File: src/rtl/vuq_pkg.sv
// ----------------------------------------------------------------------------
// vuq_pkg
// Shared types and constants for the value unescape decoder.
// ----------------------------------------------------------------------------
package vuq_pkg;

   localparam int QUEUE_DEPTH_DEFAULT = 4;

   typedef struct packed {
      logic [7:0] data;
      logic       byte_valid;
      logic       value_end;
      logic       line_end;
   } result_type;

   typedef struct packed {
      result_type res0;
      result_type res1;
      logic       has_second;
   } cmd_type;

endpackage

File: src/rtl/vcard_value_unescape_decoder_top.sv
// ----------------------------------------------------------------------------
// vcard_value_unescape_decoder_top
// Value-part decoder for a contact-card content line: quoted-printable and
// backslash unescaping, value and line end marking.
//
// Usage:
//   req_* carries one raw byte per item with the quoted-printable flag and
//   an end-of-text flag. rsp_* gives decoded results: a byte, a value end,
//   a line end, and run_last on the final result of each item.
//   An item gives zero, one or two results.
//   Path: an accepted item's command is written to the queue at the
//   accepting edge and then moves to the output register that drives
//   rsp_valid.
//   Throughput: one item per cycle while the queue is not full; the back
//   drains one result per cycle while rsp_ready is high, so an item with
//   two results is sent as two separate results. The command queue (QUEUE_DEPTH entries) absorbs this.
//   Reset: synchronous; clears the decode phase, the queue and the output.
//   Stall: while rsp_ready is low the output holds; req_ready drops once
//   the queue fills.
// ----------------------------------------------------------------------------
module vcard_value_unescape_decoder_top
   import vuq_pkg::*;
#(
   parameter int QUEUE_DEPTH = QUEUE_DEPTH_DEFAULT
) (
   input  logic       clock,
   input  logic       reset,
   input  logic       req_valid,
   output logic       req_ready,
   input  logic [7:0] req_data_byte,
   input  logic       req_qp_enable,
   input  logic       req_end_of_text,
   output logic       rsp_valid,
   input  logic       rsp_ready,
   output logic [7:0] rsp_out_byte,
   output logic       rsp_byte_valid,
   output logic       rsp_value_end,
   output logic       rsp_line_end,
   output logic       rsp_run_last
);

   logic    q_full, q_push, q_pop, q_head_valid;
   cmd_type q_push_data, q_head_data;

   vuq_front u_front (
      .clock           (clock),
      .reset           (reset),
      .req_valid       (req_valid),
      .req_ready       (req_ready),
      .req_data_byte   (req_data_byte),
      .req_qp_enable   (req_qp_enable),
      .req_end_of_text (req_end_of_text),
      .q_full          (q_full),
      .q_push          (q_push),
      .q_push_data     (q_push_data)
   );

   vuq_queue #(
      .DEPTH (QUEUE_DEPTH)
   ) u_queue (
      .clock      (clock),
      .reset      (reset),
      .push       (q_push),
      .push_data  (q_push_data),
      .full       (q_full),
      .pop        (q_pop),
      .head_valid (q_head_valid),
      .head_data  (q_head_data)
   );

   vuq_back u_back (
      .clock          (clock),
      .reset          (reset),
      .head_valid     (q_head_valid),
      .head_data      (q_head_data),
      .pop            (q_pop),
      .rsp_valid      (rsp_valid),
      .rsp_ready      (rsp_ready),
      .rsp_out_byte   (rsp_out_byte),
      .rsp_byte_valid (rsp_byte_valid),
      .rsp_value_end  (rsp_value_end),
      .rsp_line_end   (rsp_line_end),
      .rsp_run_last   (rsp_run_last)
   );

endmodule

File: src/rtl/vuq_front.sv
// ----------------------------------------------------------------------------
// vuq_front
// Accepts input items, tracks the decode phase and turns each item into a
// queue command of zero, one or two results.
// ----------------------------------------------------------------------------
module vuq_front
   import vuq_pkg::*;
(
   input  logic       clock,
   input  logic       reset,
   input  logic       req_valid,
   output logic       req_ready,
   input  logic [7:0] req_data_byte,
   input  logic       req_qp_enable,
   input  logic       req_end_of_text,
   input  logic       q_full,
   output logic       q_push,
   output cmd_type    q_push_data
);

   localparam logic [2:0] PH_NORMAL = 3'd0;
   localparam logic [2:0] PH_QP_A   = 3'd1;
   localparam logic [2:0] PH_QP_B   = 3'd2;
   localparam logic [2:0] PH_ESC    = 3'd3;
   localparam logic [2:0] PH_SKIP   = 3'd4;

   localparam logic [7:0] CH_EQ   = 8'h3D;
   localparam logic [7:0] CH_SEMI = 8'h3B;
   localparam logic [7:0] CH_CR   = 8'h0D;
   localparam logic [7:0] CH_LF   = 8'h0A;
   localparam logic [7:0] CH_BSL  = 8'h5C;
   localparam logic [7:0] CH_COMMA = 8'h2C;
   localparam logic [7:0] CH_N    = 8'h6E;
   localparam logic [7:0] CH_R    = 8'h72;
   localparam logic [7:0] NIB_MASK = 8'h0F;

   function automatic logic is_alnum(input logic [7:0] c);
      return (c >= 8'h30 && c <= 8'h39) || (c >= 8'h41 && c <= 8'h5A) ||
             (c >= 8'h61 && c <= 8'h7A);
   endfunction

   function automatic logic [3:0] nibble_of(input logic [7:0] c);
      logic [7:0] v;
      v = c;
      if (v >= 8'h41 && v <= 8'h5A) begin
         v = v + 8'h20;
      end
      if (v >= 8'h61) begin
         v = v - 8'h61 + 8'd10;
      end else begin
         v = v - 8'h30;
      end
      v = v & NIB_MASK;
      return v[3:0];
   endfunction

   function automatic result_type mk(input logic [7:0] d, input logic bv,
                                     input logic ve, input logic le);
      result_type r;
      r.data       = bv ? d : 8'h00;
      r.byte_valid = bv;
      r.value_end  = ve;
      r.line_end   = le;
      return r;
   endfunction

   logic [2:0] phase_ff, phase_in;
   logic [7:0] first_ff, first_in;
   logic       take;
   logic       has_result;
   cmd_type    cmd;

   assign req_ready = !q_full;
   assign take      = req_valid && req_ready;

   always_comb begin
      phase_in   = phase_ff;
      first_in   = first_ff;
      has_result = 1'b0;
      cmd        = '0;
      unique case (phase_ff)
         PH_QP_A: begin
            if (req_end_of_text) begin
               cmd.res0   = mk(8'h00, 1'b0, 1'b1, 1'b1);
               has_result = 1'b1;
               phase_in   = PH_NORMAL;
            end else begin
               first_in = req_data_byte;
               phase_in = PH_QP_B;
            end
         end
         PH_QP_B: begin
            phase_in = PH_NORMAL;
            if (req_end_of_text) begin
               cmd.res0   = mk(8'h00, 1'b0, 1'b1, 1'b1);
               has_result = 1'b1;
            end else if (first_ff == CH_CR && req_data_byte == CH_LF) begin
               has_result = 1'b0;
            end else if (is_alnum(first_ff) && is_alnum(req_data_byte)) begin
               cmd.res0   = mk({nibble_of(first_ff), nibble_of(req_data_byte)},
                               1'b1, 1'b0, 1'b0);
               has_result = 1'b1;
            end
         end
         PH_ESC: begin
            phase_in   = PH_NORMAL;
            has_result = 1'b1;
            if (req_end_of_text) begin
               cmd.res0       = mk(CH_BSL, 1'b1, 1'b0, 1'b0);
               cmd.res1       = mk(8'h00, 1'b0, 1'b1, 1'b1);
               cmd.has_second = 1'b1;
            end else if (req_data_byte == CH_N) begin
               cmd.res0 = mk(CH_LF, 1'b1, 1'b0, 1'b0);
            end else if (req_data_byte == CH_R) begin
               cmd.res0 = mk(CH_CR, 1'b1, 1'b0, 1'b0);
            end else if (req_data_byte == CH_SEMI || req_data_byte == CH_COMMA ||
                         req_data_byte == CH_BSL) begin
               cmd.res0 = mk(req_data_byte, 1'b1, 1'b0, 1'b0);
            end else begin
               cmd.res0       = mk(CH_BSL, 1'b1, 1'b0, 1'b0);
               cmd.res1       = mk(req_data_byte, 1'b1, 1'b0, 1'b0);
               cmd.has_second = 1'b1;
            end
         end
         PH_SKIP: begin
            phase_in = PH_NORMAL;
         end
         default: begin
            phase_in = PH_NORMAL;
            if (req_end_of_text) begin
               cmd.res0   = mk(8'h00, 1'b0, 1'b1, 1'b1);
               has_result = 1'b1;
            end else if (req_data_byte == CH_CR) begin
               cmd.res0   = mk(8'h00, 1'b0, 1'b1, 1'b1);
               has_result = 1'b1;
               phase_in   = PH_SKIP;
            end else if (req_data_byte == CH_EQ && req_qp_enable) begin
               phase_in = PH_QP_A;
            end else if (req_data_byte == CH_BSL) begin
               phase_in = PH_ESC;
            end else if (req_data_byte == CH_SEMI) begin
               cmd.res0   = mk(8'h00, 1'b0, 1'b1, 1'b0);
               has_result = 1'b1;
            end else begin
               cmd.res0   = mk(req_data_byte, 1'b1, 1'b0, 1'b0);
               has_result = 1'b1;
            end
         end
      endcase
   end

   assign q_push      = take && has_result;
   assign q_push_data = cmd;

   always_ff @(posedge clock) begin
      if (reset) begin
         phase_ff <= PH_NORMAL;
         first_ff <= 8'h00;
      end else if (take) begin
         phase_ff <= phase_in;
         first_ff <= first_in;
      end
   end

   a_phase_legal: assert property (@(posedge clock) disable iff (reset)
      phase_ff <= PH_SKIP)
      else $error("decode phase out of range");

endmodule

File: src/rtl/vuq_queue.sv
// ----------------------------------------------------------------------------
// vuq_queue
// Short command queue between the front and the back.
// ----------------------------------------------------------------------------
module vuq_queue
   import vuq_pkg::*;
#(
   parameter int DEPTH = QUEUE_DEPTH_DEFAULT
) (
   input  logic    clock,
   input  logic    reset,
   input  logic    push,
   input  cmd_type push_data,
   output logic    full,
   input  logic    pop,
   output logic    head_valid,
   output cmd_type head_data
);

   localparam int PTR_W = $clog2(DEPTH);
   localparam int CNT_W = $clog2(DEPTH + 1);

   cmd_type            mem_ff [DEPTH];
   logic [PTR_W-1:0]   wr_ptr_ff, rd_ptr_ff;
   logic [CNT_W-1:0]   count_ff;
   logic               do_push, do_pop;

   assign full       = (count_ff == CNT_W'(DEPTH));
   assign head_valid = (count_ff != '0);
   assign head_data  = mem_ff[rd_ptr_ff];
   assign do_push    = push && !full;
   assign do_pop     = pop && head_valid;

   function automatic logic [PTR_W-1:0] next_ptr(input logic [PTR_W-1:0] p);
      return (p == PTR_W'(DEPTH - 1)) ? '0 : p + 1'b1;
   endfunction

   always_ff @(posedge clock) begin
      if (do_push) begin
         mem_ff[wr_ptr_ff] <= push_data;
      end
   end

   always_ff @(posedge clock) begin
      if (reset) begin
         wr_ptr_ff <= '0;
         rd_ptr_ff <= '0;
         count_ff  <= '0;
      end else begin
         if (do_push) begin
            wr_ptr_ff <= next_ptr(wr_ptr_ff);
         end
         if (do_pop) begin
            rd_ptr_ff <= next_ptr(rd_ptr_ff);
         end
         if (do_push && !do_pop) begin
            count_ff <= count_ff + 1'b1;
         end else if (do_pop && !do_push) begin
            count_ff <= count_ff - 1'b1;
         end
      end
   end

   a_count_bound: assert property (@(posedge clock) disable iff (reset)
      count_ff <= CNT_W'(DEPTH))
      else $error("queue count overflow");

   a_no_push_full: assert property (@(posedge clock) disable iff (reset)
      full |-> !push)
      else $error("push while queue full");

endmodule

File: src/rtl/vuq_back.sv
// ----------------------------------------------------------------------------
// vuq_back
// Pops queue commands and sends their results, one per cycle while rsp_ready
// is high, through an output register.
// ----------------------------------------------------------------------------
module vuq_back
   import vuq_pkg::*;
(
   input  logic       clock,
   input  logic       reset,
   input  logic       head_valid,
   input  cmd_type    head_data,
   output logic       pop,
   output logic       rsp_valid,
   input  logic       rsp_ready,
   output logic [7:0] rsp_out_byte,
   output logic       rsp_byte_valid,
   output logic       rsp_value_end,
   output logic       rsp_line_end,
   output logic       rsp_run_last
);

   logic       valid_ff;
   logic       half_ff;
   result_type res_ff, res_in;
   logic       last_ff, last_in;
   logic       load;

   assign load    = !valid_ff || rsp_ready;
   assign res_in  = half_ff ? head_data.res1 : head_data.res0;
   assign last_in = half_ff || !head_data.has_second;
   assign pop     = load && head_valid && last_in;

   always_ff @(posedge clock) begin
      if (reset) begin
         valid_ff <= 1'b0;
         half_ff  <= 1'b0;
      end else if (load) begin
         valid_ff <= head_valid;
         if (head_valid) begin
            half_ff <= !last_in;
         end
      end
   end

   always_ff @(posedge clock) begin
      if (load && head_valid) begin
         res_ff  <= res_in;
         last_ff <= last_in;
      end
   end

   assign rsp_valid      = valid_ff;
   assign rsp_out_byte   = res_ff.data;
   assign rsp_byte_valid = res_ff.byte_valid;
   assign rsp_value_end  = res_ff.value_end;
   assign rsp_line_end   = res_ff.line_end;
   assign rsp_run_last   = last_ff;

   a_half_has_head: assert property (@(posedge clock) disable iff (reset)
      half_ff |-> head_valid)
      else $error("second result pending without queue entry");

   a_second_follows: assert property (@(posedge clock) disable iff (reset)
      (valid_ff && rsp_ready && !last_ff) |=> valid_ff)
      else $error("second result of an item did not follow");

endmodule
File: config.mk
export PLATFORM = sky130hd
export DESIGN_NAME = vcard_value_unescape_decoder_top
export DESIGN_NICKNAME = d
export VERILOG_FILES = /design/src/rtl/vuq_pkg.sv /design/src/rtl/vcard_value_unescape_decoder_top.sv /design/src/rtl/vuq_front.sv /design/src/rtl/vuq_queue.sv /design/src/rtl/vuq_back.sv
export SDC_FILE = /design/constraint.sdc
export NUM_CORES = 1
export LEC_CHECK = 0
export ABC_AREA = 0
export BUFFER_PORTS_ARGS = -buffer_cell sky130_fd_sc_hd__clkbuf_2
export CAP_MARGIN = 20
export CELL_PAD_IN_SITES_DETAIL_PLACEMENT = 0
export CELL_PAD_IN_SITES_GLOBAL_PLACEMENT = 1
export CORE_ASPECT_RATIO = 0.5
export CORE_UTILIZATION = 45
export DETAILED_ROUTE_END_ITERATION = 10
export GPL_ROUTABILITY_DRIVEN = 0
export PLACE_DENSITY_LB_ADDON = 0.1
export REMOVE_ABC_BUFFERS = 1
export SLEW_MARGIN = 20
export SYNTH_ARGS = -nofsm -noshare
export SYNTH_HDL_FRONTEND = slang
export SYNTH_SLANG_ARGS = --single-unit
File: constraint.sdc
create_clock -name clock -period 7 [get_ports clock]
set_clock_uncertainty 0.2 [all_clocks]
set_input_delay 0.7 -clock clock [delete_from_list [all_inputs] [get_ports clock]]
set_output_delay 0.7 -clock clock [all_outputs]
set_load 0.05 [all_outputs]
**Yosys cells after proc, flatten, opt, wreduce, memory -nomap -nowiden**

Memories as Yosys holds them, arrays and structs flattened. A register that Yosys moved wholly into a read port is not among the register bits.
Cells that the tools add are included.

- Eq/ne operators: 16
- Order comparisons: 14
- Add/subtract/negate cells: 12
- Bitwise gates (word level): 1
- Multiplexer cells: 54
- Reductions and logical operators: 36

Operators with widths:

| kind | number |
|---|---|
| 11-bit 2-to-1 mux | 12 |
| 8-bit 2-to-1 mux | 10 |
| 8-bit by 7-bit >= comparator with 1-bit output, second input constant | 6 |
| 12-bit 2-to-1 mux | 4 |
| 11-bit one-hot mux with 4 select lines | 1 |
| 8-bit by 7-bit <= comparator with 1-bit output, second input constant | 4 |
| 8-bit by 4-bit equality test with 1-bit output, second input constant | 3 |
| 8-bit by 6-bit equality test with 1-bit output, second input constant | 3 |
| 8-bit by 7-bit equality test with 1-bit output, second input constant | 3 |
| 23-bit 2-to-1 mux | 1 |
| 1-bit logical AND | 17 |
| 8-bit by 6-bit adder with 8-bit output, second input constant | 2 |
| 8-bit by 6-bit >= comparator with 1-bit output, second input constant | 2 |
| 8-bit by 6-bit <= comparator with 1-bit output, second input constant | 2 |
| 4-bit by 1-bit subtractor with 4-bit output, second input constant | 4 |
| 3-bit 2-to-1 mux | 5 |
| 2-bit 2-to-1 mux | 7 |
| 1-bit 2-to-1 mux | 10 |
| 4-bit adder, second input constant | 2 |
| 1-bit logical OR | 8 |
| 4-bit 2-to-1 mux | 2 |
| 3-bit by 2-bit equality test with 1-bit output, second input constant | 2 |
| 3-bit equality test, second input constant | 2 |
| 1-bit zero test | 6 |
| 13 further kinds | 15 |

- Input bits: 14
- Register bits: 32
- Memories kept: 1
- Output and inout port bits: 14
- Logic and storage cells: 146
- Bits in writable memories: 92

Memories:

| memory | depth | bits a word | read ports | clocked after memory_dff | wr ports | RTL line | RTL |
|---|---|---|---|---|---|---|---|
| u_queue.mem_ff | 4 | 23 | 1 | 1 | 1 | vuq_queue.sv:23 | `cmd_type mem_ff [DEPTH];` |

**Logic depth before layout (Yosys ltp)**

Gate-level depths: netlist of run 1.

- Depth after elaboration: 16
- Gate-level depth with buffers: 15
- Mapped depth without buffers: 13

**Modules after synthesis**

Synthesis of run 1 repeated with hierarchy kept, for this count alone.

- Cells, all modules: 445
- Area total of the unflattened synthesis: 6152.2 um^2

Modules (own cells, without submodules):

| module | cells each | times used | sequential area each (um^2) | area an instance (um^2) |
|---|---|---|---|---|
| vuq_queue | 170 | 1 | 2942.8 | 3811.2 |
| vuq_front | 238 | 1 | 220.2 | 1705.4 |
| vuq_back | 37 | 1 | 400.4 | 635.6 |

**Worst setup path after synthesis of run 1**

OpenSTA, ideal clock, no wires.

- Path type: in2reg
- Start point: input req_data_byte[5]
- End point: register u_queue.count_ff[2]
- Required time: 6.729 ns
- Data arrival time: 3.209 ns
- Stages on the path: 15
- Slack: 3.520 ns
- Library setup time: 0.071 ns
- Path buffers: 2
- Cells stage by stage: buf_2 inv_1 ha_1 nand3b_1 nor4_1 a32o_1 o31a_2 a31o_1 buf_6 ha_1 inv_1 fa_1 xor2_1 or3_1 a21oi_1

- Cells in the longest elaborated chain, start to end: 14
- Elaborated cells on any way between the ends: 33
- Classes of those cells: order compare (6); eq/ne (4); mux (9); reduce/logical (14)

RTL lines:

| what | RTL line | RTL |
|---|---|---|
| start, declared | vcard_value_unescape_decoder_top.sv:30 | `input logic [7:0] req_data_byte,` |
| 8-bit by 6-bit >= comparator with 1-bit output, or another cell as far along | vuq_front.sv:38 | `return (c >= 8'h30 && c <= 8'h39) \|\| (c >= 8'h41 && c <= 8'h5A) \|\|` |
| 1-bit logical AND | vuq_front.sv:38 |  |
| 1-bit logical OR (2 in series) | vuq_front.sv:38 |  |
| 1-bit logical AND | vuq_front.sv:99 | `end else if (is_alnum(first_ff) && is_alnum(req_data_byte)) begin` |
| 1-bit 2-to-1 mux | vuq_front.sv:99 |  |
| 1-bit 2-to-1 mux | vuq_front.sv:97 | `end else if (first_ff == CH_CR && req_data_byte == CH_LF) begin` |
| 1-bit 2-to-1 mux | vuq_front.sv:94 | `if (req_end_of_text) begin` |
| 1-bit one-hot mux with 4 select lines (*) | vuq_front.sv:81 | `unique case (phase_ff)` |
| 1-bit logical AND (*) | vuq_front.sv:152 | `assign q_push = take && has_result;` |
| 1-bit logical AND (*) | vuq_queue.sv:31 | `assign do_push = push && !full;` |
| net u_queue.do_push | vuq_queue.sv:26 | `logic do_push, do_pop;` |
| 1-bit zero test | vuq_queue.sv:58 | `end else if (do_pop && !do_push) begin` |
| 1-bit logical AND | vuq_queue.sv:58 |  |
| 2-bit nonzero test (no source line) | - |  |
| end signal, assigned | vuq_queue.sv:57 | `count_ff <= count_ff + 1'b1;` |
| end signal, assigned | vuq_queue.sv:59 | `count_ff <= count_ff - 1'b1;` |
| end, declared | vuq_queue.sv:25 | `logic [CNT_W-1:0] count_ff;` |

Mark *: on every way through the listed nets, which the timed path passes. The rest lies on a longest branch.
A chain may end at the register's enable or synchronous reset.

**Final worst setup path of run 1**

- Start point: input req_data_byte[1]
- End point: register u_queue.count_ff[2]

- Cells in the longest elaborated chain, start to end: 14
- Elaborated cells on any way between the ends: 33
- Classes of those cells: order compare (6); eq/ne (4); mux (9); reduce/logical (14)

RTL lines:

| what | RTL line |
|---|---|
| 8-bit by 6-bit >= comparator with 1-bit output, or another cell as far along | vuq_front.sv:38 |
| 1-bit logical AND | vuq_front.sv:38 |
| 1-bit logical OR (2 in series) | vuq_front.sv:38 |
| 1-bit logical AND | vuq_front.sv:99 |
| 1-bit 2-to-1 mux | vuq_front.sv:99 |
| 1-bit 2-to-1 mux | vuq_front.sv:97 |
| 1-bit 2-to-1 mux | vuq_front.sv:94 |
| 1-bit one-hot mux with 4 select lines (*) | vuq_front.sv:81 |
| 1-bit logical AND (*) | vuq_front.sv:152 |
| 1-bit logical AND (*) | vuq_queue.sv:31 |
| 1-bit zero test | vuq_queue.sv:58 |
| 1-bit logical AND | vuq_queue.sv:58 |
| 2-bit nonzero test (no source line) | - |

Mark *: on every way between the ends. The rest lies on a longest branch, timed or not.

==> results of run 1 <==
==> how the worst max path moves through the flow <==
stage | start | end
3_3_place_gp | req_data_byte[1] | u_queue.count_ff[2]
4_1_cts | req_data_byte[1] | u_queue.count_ff[2]
5_1_grt | req_data_byte[1] | u_queue.count_ff[2]
2_1_floorplan | req_data_byte[1] | u_queue.count_ff[2]
3_5_place_dp | req_data_byte[1] | u_queue.count_ff[2]
6_report | req_data_byte[1] | u_queue.count_ff[2]
==> where the power goes <==
group          switching [µW]  internal, µW  leakage [µW]
Combinational             361           233      0.000980
Sequential               58.4           916       0.00113
Clock                     333           532      0.000278
==> area by class of cell <==
cell class	count	area, µm²
fill	1085	6030
sequential	122	3440
multi-input combinational	265	2200
inverter	22	82.6
tap	170	213
timing repair buffer	29	150
clock buffer	18	429
clock inverter	14	159
==> registers in the layout, indices dropped and copies added (netlist names), named ones only <==
name / cells
u_queue.rd_ptr_ff: 2
u_back.half_ff: 1
u_back.rsp_run_last: 1
u_queue.wr_ptr_ff: 2
u_front.first_ff: 8
u_back.rsp_value_end: 1
u_back.rsp_byte_valid: 1
u_front.phase_ff: 3
u_queue.mem_ff: 88
u_back.rsp_line_end: 1
u_back.rsp_out_byte: 8
u_queue.count_ff: 3
u_back.rsp_valid: 1
==> cell usage in the layout (no fill, tap or decap), types with 4 or more instances in the layout <==
cell type / Yosys / routed
a21oi_1: 16 / 16
a31oi_1: 5 / 5
and2_1: 8 / 8
and2_2: 5 / 5
clkbuf_16: 0 / 17
clkbuf_2: 1 / 27
dfxtp_1: 22 / 22
edfxtp_1: 100 / 100
ha_1: 20 / 20
inv_1: 21 / 21
inv_6: 0 / 6
mux2_2: 10 / 10
mux2i_1: 9 / 9
mux4_2: 22 / 22
nand2_1: 22 / 22
nand2b_1: 4 / 4
nand3_1: 6 / 6
nand4b_1: 4 / 4
nor2_1: 39 / 39
nor3_1: 7 / 7
nor4_1: 4 / 4
o211ai_1: 5 / 5
o21ai_0: 14 / 14
or3_1: 5 / 5
==> synthesized netlist by cell type, drive strengths merged, types with 2 or more instances <==
master / count / area, µm²
mux4: 22 / 495
o31a: 2 / 18.8
or3: 5 / 31.3
nand3b: 3 / 22.5
mux2: 10 / 113
buf: 10 / 77.6
o21a: 3 / 22.5
nor2b: 3 / 18.8
ha: 20 / 250
nand2: 23 / 88.8
clkbuf: 11 / 66.3
a221o: 2 / 21.3
inv: 22 / 82.6
a21oi: 16 / 80.1
a31oi: 6 / 43.8
or4: 3 / 26.3
xnor2: 3 / 26.3
edfxtp: 100 / 3000
or2: 2 / 12.5
dfxtp: 22 / 440
o21ai: 14 / 70.1
and3: 3 / 23.8
xor2: 2 / 17.5
a31o: 2 / 17.5
o211ai: 5 / 37.5
a211oi: 3 / 27.5
nand4b: 4 / 35.0
and2: 13 / 87.6
nand4: 2 / 12.5
nor4: 5 / 37.5
mux2i: 9 / 90.1
nor3: 7 / 35.0
o311ai: 2 / 17.5
a211o: 2 / 17.5
nor3b: 3 / 22.5
nand2b: 4 / 25.0
o21bai: 2 / 15.0
nand3: 6 / 30.0
nor2: 39 / 146
==> per-stage QoR <==
step | instance area (µm²) | power, µW
2_1_floorplan | 5720 | 1440
3_3_place_gp | 6080 | 1580
3_5_place_dp | 6080 | 1590
4_1_cts | 6670 | 2460
5_1_grt | 6670 | 2540
6_report | 6670 | 2430
==> metal layers <==
layer  part of all wire (%)  global-route usage (%)  vias to the layer above
li1                       -                       -                     1693
met2                     46                    31.0                       79
met4                    1.2                    6.94                        0
met1                     48                    26.3                     1798
met5                      0                       0                        -
met3                    5.4                    4.22                       19
==> logic make-up after synthesis <==
kind of cell / Yosys count / share of synthesized area (%)
simple gates: 128 / 11.7
flops: 122 / 58.6
compound gates: 69 / 8.31
buf+inv: 44 / 4.00
mux: 41 / 11.9
fa+ha+maj: 22 / 4.77
xor+xnor: 5 / 0.746
==> worst min-delay path, delay by kind of cell, from the launching register on <==
| kind | cells | cell delay, ps |
|---|---|---|
| and+or+nand+nor | 1 | 60 |
| AOI/OAI and AO/OA | 1 | 50 |
| DFF | 1 | 320 |
==> summary.txt, run 1 <==
Clock network
  – Worst-path clk slew: around 60 ps
  – CTS Sinks: 122
  – Number of post-CTS setup repair buffers: 0
  – CTS Buf Count: 17
  – Post-cts repair resize count: 0
  – H-tree levels: 4
  – Worst-case clock buffer depth: 2
  – CTS tree: yes
  – CTS Hold Bufs: 0
  – CTS root buffer: clkbuf_16
  – Worst-Skew Late Latency: just over 400 ps

Worst hold path
  – Start point of the worst hold path: u_back.rsp_valid
  – Hold path endpoint: u_back.rsp_valid
  – Worst hold stages: 2
  – Worst hold path type: reg -> reg

Die
  – Row cnt: 29
  – Die area: 0.0135 mm²
  – Initial Util: between 40% and 50%
  – Die H: between 80 and 90 µm
  – Die width: 164 µm
  – Core Region: 0.0127 mm²
  – Ports: 28

Global route
  – Grt ovf: 0
  – Global-route wire length before repair: roughly 19 mm
  – Largest net degree at the start of global routing: 23
  – Total Routing Usage GR: between 10% and 20%
  – Antenna violations before repair: 0
  – Vias in the first global route: approximately 3500

Worst setup path
  – R2r endpoint: u_queue.count_ff[2]
  – CP Buf/Inv Count: 3
  – Worst path depth: 14
  – Startpoint types: input port
  – Arrival @ worst endpoint: 3860 ps
  – Slowest stage delay, CP: about 430 ps
  – Register-to-Register Path Depth: 13
  – FF-to-FF setup slack: between 3000 and 4000 ps
  – RR Startpoint: u_front.first_ff[1]
  – Crit Path Max Fanout: 10
  – Critical Path Sink Type: register
  – Worst-path cell chain: clkbuf_2, inv_1, ha_1, nor2_1, and3_4, nor4b_1, o31a_2, a31o_1, ha_1, inv_1, fa_1, xor2_1, or3_1, a21oi_1
  – Slowest-stage cell, CP: fa_1
  – CP top delay family: adder cells
  – Crit path kind: in -> reg
  – Required time of the critical path: 7130 ps

Synth
  – Register area share after synthesis: between 50% and 60%
  – Synth Flop Type: edfxtp_1
  – Yosys reg bits: about 120
  – Post-Syn Area: 0.00587 mm²
  – Post-Syn Instances: ~430
  – Post-synth EDFFs: 100
  – Ys Warns: 0
  – Asr flop ratio synth: 0%
  – Synth Area per Inst: around 14 µm²
  – Yosys cell types: 71

Timing
  – Endpoints failing setup: 0
  – Final hold violations: 0
  – Slew Limit Fails: 0
  – Hold slack final: 275 ps
  – Setup_tns: 0 ps
  – RSZ-0062 raised after global routing: no
  – Measured slew at the worst slew-check pin: between 1000 and 1500 ps
  – Final worst slack: around 3300 ps
  – Shortest period the worst path allows: 3730 ps
  – Worst slew margin: about 30%
  – Fin crit share: 53.3%
  – Highest clock rate: 0.268 GHz

Detailed routing
  – Wire per inst: ~19 µm
  – Wirelength, routed: 12.1 mm
  – Post-DRT Antenna Nets: 0
  – Post-DR vias/cell: roughly 5.6
  – # DRC: 0
  – Pre-Repair DR Iteration Count: 5
  – Via count: between 3000 and 4000
  – Starting DRC count in detailed routing: a little under 200

Pwr
  – Peak supply drop: about 0.19 mV
  – Pwr per Cell Area: approximately 360 mW/mm²
  – Leakage: ~0.0024 µW

Placement
  – Setup slack at placement: ~2900 ps
  – Placed insts: 608
  – IO buf count: 27
  – DP Wirelength: a little over 8 mm

Final layout
  – Area delta synth->final: 13.6%
  – Final core occ: between 50% and 60%
  – Layout cells sized above 1: a little under a quarter
  – Net count of the finished layout: a little under 500
  – Finished Layout Cells: 640
  – Ant diodes: 0

Run
  – Max-cap violations: 0

Run status
  – Outcome: complete, no violations
Note: power is estimated with default switching activity, not from simulation.
==> inputs of run 2 (changes only) <==
==> constraint.sdc (replaced) <==
create_clock -name clock -period 3.7 [get_ports clock]
set_clock_uncertainty 0.2 [all_clocks]
set_input_delay 0.37 -clock clock [delete_from_list [all_inputs] [get_ports clock]]
set_output_delay 0.37 -clock clock [all_outputs]
set_load 0.05 [all_outputs]
==> run 2 against run 1 <==
  * Clock-buffer cell count did not move
  * First-iteration DRC count up 29%
  * Die area is the same
  * Final area is 0.19% lower
  * Via count is 1.0% higher
  * Wire length is essentially flat
  * Sequential power rose by 87%
  * Global-route usage down 0.10 points
  * Sequential share of layout area is 0.097 points higher
  * Register-to-register slack lost 3000 ps
  * Worst hold slack lost 250 ps
  * Non-clock buffer count rose by 3
  * Largest cell class unchanged
  * Largest power group unchanged
==> summary.txt, run 2 (synthesis gave the netlist of run 1 again) <==
Detailed routing
  – # DRC: 0 (unchanged)
  – Met1 wire length: 5.95 mm (+3.0%)
  – Pre-Repair DR Iteration Count: 5 (unchanged)
  – Wire per inst: 18.9 µm (-0.38%)
  – Post-DR vias/cell: 5.64 (+0.53%)
  – Via count: 3625 (+1.0%)
  – Met2 WL: 5.23 mm (-6.0%)
  – Wirelength, routed: 12.1 mm (about the same)
  – WL met3: 781 µm (+20%)
  – Starting DRC count in detailed routing: 257 (+29%)
  – Post-DRT Antenna Nets: 0 (unchanged)
  – DR top layer: met4

Clock network
  – Worst-Skew Late Latency: 410 ps (about the same)
  – Worst-case clock buffer depth: 2 (unchanged)
  – Worst-path clk slew: 60 ps (about the same)
  – Number of post-CTS setup repair buffers: 0 (unchanged)
  – H-tree levels: 4 (unchanged)
  – CTS Buf Count: 17 (unchanged)
  – CTS tree: yes
  – CTS Hold Bufs: 0 (unchanged)
  – Post-cts repair resize count: 0 (unchanged)
  – CTS root buffer: clkbuf_16
  – CTS Sinks: 122 (unchanged)

Final layout
  – Commonest non-fill, non-tap cell in the layout: edfxtp_1
  – Area delta synth->final: 13.4%
  – Biggest register: u_queue.mem_ff
  – Max reg flops: 88 (unchanged)
  – Commonest non-fill, non-tap cells in the layout: 100 x edfxtp_1, 39 x nor2_1, 27 x clkbuf_2
  – Net count of the finished layout: 495 (+0.61%)
  – Ant diodes: 0 (unchanged)
  – Layout cells sized above 1: 23.9% (+0.49 points)

Worst setup path
  – Slowest stage delay, CP: 520 ps (+90 ps)
  – Startpoint types: register
  – Slowest-stage cell, CP: dfxtp_1
  – Critical Path Sink Type: register
  – Crit path kind: reg -> reg
  – Worst-path cell chain: inv_1, ha_1, nand2_1, nor4_2, nor4_1, o31a_2, a31o_1, ha_1, inv_1, fa_1, xor2_1, or3_1, a21oi_1
  – Arrival @ worst endpoint: 3420 ps (-440 ps)
  – Required time of the critical path: 3830 ps (-3300 ps)
  – CP Buf/Inv Count: 2 (-1)
  – CP top delay family: adder cells
  – Worst path depth: 13 (-1)
  – Register-to-Register Path Depth: 13 (unchanged)
  – Crit Path Max Fanout: 10 (unchanged)

Global route
  – Largest net degree at the start of global routing: 23 (unchanged)
  – Antenna violations before repair: 0 (unchanged)
  – Total Routing Usage GR: 19.2% (-0.10 points)
  – Vias in the first global route: 3424 (-1.1%)
  – Global-route wire length before repair: 18.7 mm (-0.37%)
  – Grt ovf: 0 (unchanged)

Die
  – Die width: 164 µm (unchanged)
  – Die H: 82.8 µm (unchanged)
  – Ports: 28 (unchanged)
  – Row cnt: 29 (unchanged)
  – Initial Util: 46.3% (unchanged)
  – Die area: 0.0135 mm² (unchanged)
  – Core Region: 0.0127 mm² (unchanged)

Timing
  – Slew Limit Fails: 0 (unchanged)
  – Final worst slack: 412 ps (-2860 ps)
  – Final hold violations: 0 (unchanged)
  – Setup_tns: 0 ps (unchanged)
  – Worst slew margin: 52.1% (+22 points)
  – Measured slew at the worst slew-check pin: 718 ps (-332 ps)
  – RSZ-0062 raised after global routing: no
  – Shortest period the worst path allows: approximately 3300 ps
  – Endpoints failing setup: 0 (unchanged)
  – Highest clock rate: slightly above 0.3 GHz
  – Fin crit share: between 80% and 90%

Run status
  – Outcome: complete, no violations

Worst hold path
  – Worst hold path type: in -> reg
  – Worst hold stages: 3 (+1)

Placement
  – IO buf count: 27 (unchanged)
  – DP Wirelength: 8.13 mm (-1.2%)
  – Setup slack at placement: 175 ps (-2740 ps)

Pwr
  – Pwr per Cell Area: 677 mW/mm² (+86%)
  – Peak supply drop: 0.377 mV (+98%)
  – Leakage: 0.00239 µW (about the same)

Run
  – Max-cap violations: 0 (unchanged)
run 2: tightest hold or removal path, cell delays in order:
cell,delay [ps]
clkbuf_2,90
nand4_1,60
a21oi_1,60
run 2: metrics by stage:
step	total power [µW]	std cells	hold WS [ps]	util [%]	cell area, µm²
final	4510	643	25.1	52.4	6660
after global routing	4710	643	46.3	52.4	6660
after CTS	4550	643	9.99	52.4	6660
after detailed placement	3020	611	264	48.1	6110
after global placement	3000	611	253	48.1	6110
after floorplan	2720	409	239	-	5720
run 2: power breakdown:
group / internal (µW) / total (µW) / switching [µW]
clock: 923 / 1530 / 605
sequential: 1730 / 1820 / 86.4
combinational: 446 / 1160 / 716
total: 3100 / 4510 / 1410
run 2: path summary, 6_finish.rpt:
kind | from | end | slack (ps)
worst min register to register | u_back.rsp_valid | u_back.rsp_valid | 270
worst max register to register | u_front.first_ff[1] | u_queue.count_ff[2] | 410
worst max-delay path | u_front.first_ff[1] | u_queue.count_ff[2] | 410
worst min-delay path | req_valid | u_front.phase_ff[2] | 30
run 2: area by class of cell:
type,instances,area [µm²]
multi-input combinational,265,2200
fill,1084,6040
timing repair buffer,32,173
clock inverter,14,124
tap,170,213
inverter,22,82.6
sequential,122,3440
clock buffer,18,429
run 2: routing by layer:
metal  global-route usage, %  vias to the layer above
met5                       0                        -
met4                    7.41                        0
met3                    4.72                       19
met2                    29.4                      113
met1                    26.8                     1789
li1                        -                     1704
